<file path="src/sv/lmdtf_pkg.sv">
// Shared types and constants of the lane mask dilate / temporal fuse block.
package lmdtf_pkg;

  // Configuration port geometry
  localparam int unsigned CFG_IDX_W      = 3;
  localparam int unsigned CFG_DATA_W     = 12;

  // Register and payload widths
  localparam int unsigned FRAME_WIDTH_W  = 12;
  localparam int unsigned FRAME_HEIGHT_W = 10;
  localparam int unsigned START_ROW_W    = 9;
  localparam int unsigned LEVEL_W        = 8;

  // Register values after reset
  localparam int unsigned RST_FRAME_WIDTH  = 1266;
  localparam int unsigned RST_FRAME_HEIGHT = 370;
  localparam logic [START_ROW_W-1:0] RST_START_ROW     = 9'd200;
  localparam logic [LEVEL_W-1:0]     RST_MARK_LEVEL    = 8'd20;
  localparam logic [LEVEL_W-1:0]     RST_DECAY_STEP    = 8'd10;
  localparam logic [LEVEL_W-1:0]     RST_SAT_THRESHOLD = 8'd250;

  // Saturated level
  localparam logic [LEVEL_W-1:0] LEVEL_FULL = 8'hFF;

  // Output queue
  localparam int unsigned OUT_DEPTH = 3;
  localparam int unsigned OUT_PTR_W = 2;
  localparam int unsigned OUT_CNT_W = 2;

  // Register indexes on the configuration port
  typedef enum logic [CFG_IDX_W-1:0] {
    CFG_FRAME_WIDTH   = 3'd0,
    CFG_FRAME_HEIGHT  = 3'd1,
    CFG_START_ROW     = 3'd2,
    CFG_MARK_LEVEL    = 3'd3,
    CFG_DECAY_STEP    = 3'd4,
    CFG_SAT_THRESHOLD = 3'd5
  } cfg_reg_e;

  // One result request
  typedef struct packed {
    logic [LEVEL_W-1:0] level;
    logic               frame_last;
  } result_t;

endpackage

</file>
<file path="src/sv/lmdtf_out_fifo.sv">
// Small result queue that decouples the fuse stage from the output stall.
module lmdtf_out_fifo (
  input  logic                                clk_i,
  input  logic                                rst_ni,
  input  logic                                push_i,
  input  lmdtf_pkg::result_t                  push_data_i,
  output logic                                out_valid_o,
  input  logic                                out_stall_i,
  output lmdtf_pkg::result_t                  out_data_o,
  output logic [lmdtf_pkg::OUT_CNT_W-1:0]     count_o
);

  lmdtf_pkg::result_t                 mem_q [lmdtf_pkg::OUT_DEPTH];
  logic [lmdtf_pkg::OUT_PTR_W-1:0]    wr_ptr_q, wr_ptr_d;
  logic [lmdtf_pkg::OUT_PTR_W-1:0]    rd_ptr_q, rd_ptr_d;
  logic [lmdtf_pkg::OUT_CNT_W-1:0]    cnt_q, cnt_d;
  logic                               pop;

  assign out_valid_o = (cnt_q != '0);
  assign out_data_o  = mem_q[rd_ptr_q];
  assign count_o     = cnt_q;
  assign pop         = out_valid_o && !out_stall_i;

  // Advance pointers and count
  always_comb begin
    wr_ptr_d = wr_ptr_q;
    rd_ptr_d = rd_ptr_q;
    cnt_d    = cnt_q;
    if (push_i) begin
      wr_ptr_d = (wr_ptr_q == lmdtf_pkg::OUT_PTR_W'(lmdtf_pkg::OUT_DEPTH - 1)) ?
                 '0 : wr_ptr_q + 1'b1;
    end
    if (pop) begin
      rd_ptr_d = (rd_ptr_q == lmdtf_pkg::OUT_PTR_W'(lmdtf_pkg::OUT_DEPTH - 1)) ?
                 '0 : rd_ptr_q + 1'b1;
    end
    case ({push_i, pop})
      2'b10:   cnt_d = cnt_q + 1'b1;
      2'b01:   cnt_d = cnt_q - 1'b1;
      default: cnt_d = cnt_q;
    endcase
  end

  always_ff @(posedge clk_i or negedge rst_ni) begin
    if (!rst_ni) begin
      wr_ptr_q <= '0;
      rd_ptr_q <= '0;
      cnt_q    <= '0;
    end else begin
      wr_ptr_q <= wr_ptr_d;
      rd_ptr_q <= rd_ptr_d;
      cnt_q    <= cnt_d;
    end
  end

  // Store the pushed request
  always_ff @(posedge clk_i) begin
    if (push_i) begin
      mem_q[wr_ptr_q] <= push_data_i;
    end
  end

endmodule
</file>
<file path="config.mk">
export PLATFORM = sky130hd
export DESIGN_NAME = lmdtf_out_fifo
export DESIGN_NICKNAME = d
export VERILOG_FILES = /design/src/sv/lmdtf_pkg.sv /design/src/sv/lmdtf_out_fifo.sv
export SDC_FILE = /design/constraint.sdc
export NUM_CORES = 1
export LEC_CHECK = 0
export ABC_AREA = 1
export BUFFER_PORTS_ARGS = -buffer_cell sky130_fd_sc_hd__buf_2
export CELL_PAD_IN_SITES_DETAIL_PLACEMENT = 1
export CELL_PAD_IN_SITES_GLOBAL_PLACEMENT = 1
export CORE_MARGIN = 4
export CORE_UTILIZATION = 44
export CTS_BUF_LIST = sky130_fd_sc_hd__clkbuf_2 sky130_fd_sc_hd__clkbuf_4 sky130_fd_sc_hd__clkbuf_8
export CTS_CLUSTER_SIZE = 10
export DETAILED_ROUTE_END_ITERATION = 8
export GPL_TIMING_DRIVEN = 1
export HOLD_SLACK_MARGIN = 0.08
export PLACE_DENSITY_LB_ADDON = 0.3
export SETUP_SLACK_MARGIN = 0.1
export SYNTH_ARGS = -nofsm -noshare
export SYNTH_HDL_FRONTEND = slang
export SYNTH_SLANG_ARGS = --single-unit
</file>
<file path="constraint.sdc">
create_clock -name clk_i -period 1.95 [get_ports clk_i]
set_input_delay 0.39 -clock clk_i [delete_from_list [all_inputs] [get_ports clk_i]]
set_output_delay 0.39 -clock clk_i [all_outputs]
set_load 0.03 [all_outputs]
</file>
## After elaboration in Yosys (flattened, before gate mapping)

Memories as Yosys holds them, arrays and structs flattened.
Cells that the tools add are included.

| operators by class | value |
|---|---|
| equal/unequal tests | 4 |
| mux-type cells | 5 |
| reduce and logical (&&, ||, !) cells | 4 |
| add/sub/neg operators | 4 |

Operator list:

| kind | number |
|---|---|
| $add 2x1->2 const B | 3 |
| $eq 2x2->1 const B | 3 |
| $mux 2 | 2 |
| $pmux 2 s2 | 1 |
| $reduce_bool 2->1 | 2 |
| $eq 2x1->1 const B | 1 |
| $mux 1 | 2 |
| $sub 2x1->2 const B | 1 |
| $logic_and 1x1->1 | 1 |
| $logic_not 1->1 | 1 |

| storage, ports and cells | value |
|---|---|
| word-level logic and storage cells | 21 |
| output and inout bits | 12 |
| input bits | 13 |
| memories kept | 1 |
| register bits | 6 |
| bits in writable memories | 27 |

Memory list:

| name | depth | bits a word | read ports | clocked after memory_dff | wr ports | line | RTL |
|---|---|---|---|---|---|---|---|
| mem_q | 3 | 9 | 1 | 0 | 1 | lmdtf_out_fifo.sv:13 | `lmdtf_pkg::result_t mem_q [lmdtf_pkg::OUT_DEPTH];` |

## Logic depth before layout (Yosys ltp)

| logic depth | value |
|---|---|
| depth in word-level cells | 4 |
| mapped depth | 10 |
| gate-level depth less buffers | 10 |

## Worst setup path before layout

OpenSTA, ideal clock, no wires.

| timing path | value |
|---|---|
| kind | register to register |
| start point | register cnt_q, in the netlist count_o[0] |
| end point | register cnt_q, in the netlist count_o[1] |
| clock period less this slack | 1649 ps |
| data required time | 1832 ps |
| path slack | 301 ps |
| arrival time | 1531 ps |
| stages on the path, launching flop included | 10 |
| buffers on the path | 0 |
| setup time | 118 ps |
| cells stage by stage | dfrtp_1 -> inv_1 -> nand2_1 -> nand2_2 -> inv_2 -> ha_1 -> inv_1 -> nand3_1 -> nand2_1 -> nand2_1 |

| on the way | value |
|---|---|
| word-level cells in the longest chain between the ends | 4 |
| elaborated cells on any way between the ends | 8 |
| those cells by class | 2 x add/sub; 2 x eq/ne; 1 x mux; 3 x reduce/logical |

RTL lines:

| what | line | RTL |
|---|---|---|
| start: declaration | lmdtf_out_fifo.sv:16 | `logic [lmdtf_pkg::OUT_CNT_W-1:0] cnt_q, cnt_d;` |
| start signal: assignment | lmdtf_out_fifo.sv:52 | `cnt_q <= cnt_d;` |
| $reduce_bool 2->1 * | lmdtf_out_fifo.sv:19 | `assign out_valid_o = (cnt_q != '0);` |
| named net out_valid_o | lmdtf_out_fifo.sv:7 | `output logic out_valid_o,` |
| $logic_and 1x1->1 * | lmdtf_out_fifo.sv:22 | `assign pop = out_valid_o && !out_stall_i;` |
| named net pop | lmdtf_out_fifo.sv:17 | `logic pop;` |
| $eq 2x1->1 / $eq 2x2->1 (equally long branches) | lmdtf_out_fifo.sv:37 | `case ({push_i, pop})` |
| $pmux 2 s2 / $reduce_bool 2->1 (equally long branches) | - |  |

Mark *: on every way through the listed nets, which the timed path passes. The rest lies on a longest branch.
A chain may end at the register's enable or synchronous reset.

==> results.py <==
metrics = {
    "floorplanning": {
        "io_pins": 25,
        "die_area_mm2": 0.003865,
        "core.rowCount": 19,
        "die_x_um": 62.17,
        "start_util_pct": 46.42,
        "core_mm2": 0.002781,
        "die_y_um": 62.17,
    },
    "layout": {
        "fill_cells": 300,
        "area_delta_synth_final_pct": 30.33,
        "n_antenna_cell": 0,
        "drive_above_1_share_pct": 36.36,
        "nets": 156,
    },
    "critical_path": {
        "crit_path_top_delay_cell": "dfrtp_2",
        "crit_type": "reg -> out",
        "cp_cell_sequence": "nor2_4 > buf_6 > nand2_1 > nand3_1 > buf_6",
        "critPathRequiredTime_ns": 1.56,
        "arrival_ns": 1.38,
        "critPathCaptureType": "output pin",
        "cp.buffers_inverters": 2,
        "worstSetupStartpointType": "flop",
        "critPathMaxFanout": 6,
        "critPathTopFamily": "flip-flops",
        "cp_common_cell": "buf_6",
        "critPathMaxStageDelay_ns": 0.50,
    },
    "placement": {
        "dp_hpwl_um": 1933,
        "gp_congestion": 0.7402,
        "port_buffers": 24,
    },
    "grt": {
        "antenna_found_initial": 0,
        "grt-ovfl-total": 0,
        "grt_pass1_wl_um": 4747,
        "first_global_vias": 1037,
        "grt_max_degree": 13,
        "track_usage_pct": 15.77,
    },
    "run_status": {
        "status": "complete, no violations",
    },
    "detailed_routing": {
        "viasPerCell": 4.994,
        "drc": 0,
        "num_vias": 869,
        "drtIter0Drc": 14,
        "routedWlPerCell_um": 16.43,
        "dr.pass1.iters": 4,
        "ant_nets": 0,
        "wirelength_um": 2858,
    },
    "sta": {
        "worst_pin_slew_ns": 0.4124,
        "period_needed_ns": 1.773,
        "hold_ws_ns": 0.2503,
        "post-route-period-util_pct": 90.91,
        "rsz0062_at_grt": "true",
        "setup_tns_ns": 0,
        "fin_skew_ns": 0.005987,
        "hold_violations": 0,
        "slew_headroom_pct": 72.48,
        "clock.fmax_ghz": 0.5641,
        "finalSetupViolations": 0,
        "slew_viol_final": 0,
    },
    "synth": {
        "synth.avg_cell_area_um2": 12.30,
        "synth.distinct_cells": 14,
        "ys_seq_area_share_pct": 74.42,
        "ys_seq_elements": 33,
        "syn_area_mm2": 0.001291,
        "synth_fp_nets": 119,
        "syn-instance-count": 105,
        "ys_warn_count": 0,
    },
    "clock_network": {
        "cts_tree": "built",
        "clockRootBuffer": "clkbuf_4",
        "htree_levels": 2,
        "path_clk_slew_ns": 0.11,
        "numCtsBuffers": 5,
        "cts_sinks": 33,
        "insertion_delay_ns": 0.33,
        "cts_max_path_buffers": 2,
    },
    "run": {
        "maxCapViolCount": 0,
    },
    "pwr": {
        "leakagePower_nw": 0.7395,
        "vdd_ir_drop_max_v": 0.001124,
        "p_per_area_mw_per_mm2": 1758,
    },
    "min_path": {
        "min_path_type": "in -> reg",
    },
}
==> where the power goes <==
part           internal (mW)  switching [mW]  total (mW)
clock network          0.271           0.243       0.514
registers              0.929           0.114        1.04
logic                  0.542           0.859        1.40
total                   1.74            1.22        2.96
==> synth_stat cells (all sizes together) <==
cell type | instances | share of area, %
xnor2 | 1 | 0.68
edfxtp | 27 | 63
nand3 | 12 | 4.7
nor2 | 2 | 1.7
buf | 1 | 0.87
nand2 | 39 | 12
ha | 1 | 0.97
inv | 12 | 3.5
o21ai | 2 | 0.78
dfrtp | 6 | 12
nand4 | 1 | 0.48
nor3 | 1 | 0.39
==> sequential cells by signal, summed over array words and instances (netlist names) <==
signal / count
count_o: 2
mem_q: 27
rd_ptr_q: 2
wr_ptr_q: 2
==> metal layers <==
| metal | wire [µm] | track usage (%) |
|---|---|---|
| met5 | 0 | 0 |
| met4 | 14 | 4.878 |
| met3 | 97 | 3.964 |
| met2 | 1591 | 29.66 |
| met1 | 1154 | 16.95 |
==> layout make-up <==
type | instances | area [µm²] | share of cell area [%]
clock buffers | 5 | 37.54 | 2.230
well taps | 31 | 38.79 | 2.305
clock inverters | 3 | 46.29 | 2.751
multi-input cells | 60 | 320.3 | 19.03
repair buffers | 30 | 231.5 | 13.75
inverters | 12 | 45.04 | 2.677
flip-flops and latches | 33 | 963.4 | 57.25
==> timing repair <==
action,4_1_cts,5_1_grt
endpoints found under the setup margin,9,9
buffers inserted,4,0
resized for setup,4,34
cloned,1,0
pin swaps,2,1
endpoints found under the hold margin,6,0
hold buffers,1,0
==> path summary, 6_finish.rpt <==
check | startpoint | end | slack (ns) | depth (start not counted)
hold reg to reg | count_o[1]$_DFFE_PN0P_ | count_o[1]$_DFFE_PN0P_ | 0.53 | 2
setup / recovery | rd_ptr_q[1]$_DFFE_PN0P_ | out_data_o[2] | 0.18 | 5
max in group asynchronous | rst_ni | rd_ptr_q[1]$_DFFE_PN0P_ | 1.35 | 2
setup reg to reg | count_o[0]$_DFFE_PN0P_ | count_o[1]$_DFFE_PN0P_ | 0.52 | 9
min in group asynchronous | rst_ni | wr_ptr_q[1]$_DFFE_PN0P_ | 0.42 | 2
hold / removal | push_data_i[7] | mem_q[2][7]$_DFFE_PP_ | 0.25 | 1
==> logic make-up (layout without fill, tap and decap cells) <==
group,Yosys count,count (layout),synth area share (%)
compound gates,2,2,0.7752
flops,33,33,74.42
simple gates,55,56,18.80
fa+ha+maj,1,1,0.9688
buf+inv,13,50,4.361
xor+xnor,1,1,0.6784
==> through the flow <==
stage	util (%)	cells	setup WS [ns]	power, mW	cell area (µm²)
floorplan	-	105	0.3007	1.781	1291
global placement	52.00	160	0.3587	2.051	1446
detailed placement	52.00	160	0.2767	2.107	1446
CTS	57.04	174	0.1095	2.742	1587
global route	60.50	174	0.08798	3.143	1683
finish	60.50	174	0.1773	2.959	1683
==> cell usage in the layout, fill, tap and decap left out, types with 2 or more instances in the layout <==
cell,synthesis,layout
inv_1,10,10
buf_2,0,15
edfxtp_1,27,27
dfrtp_1,6,4
nand3_1,12,5
buf_4,0,3
nor2_4,2,3
buf_6,1,11
dfrtp_2,0,2
nand2_1,38,38
o21ai_0,2,2
nand3_2,0,7
clkbuf_4,0,5
inv_2,2,2
Note: power is estimated with default switching activity, not from simulation.
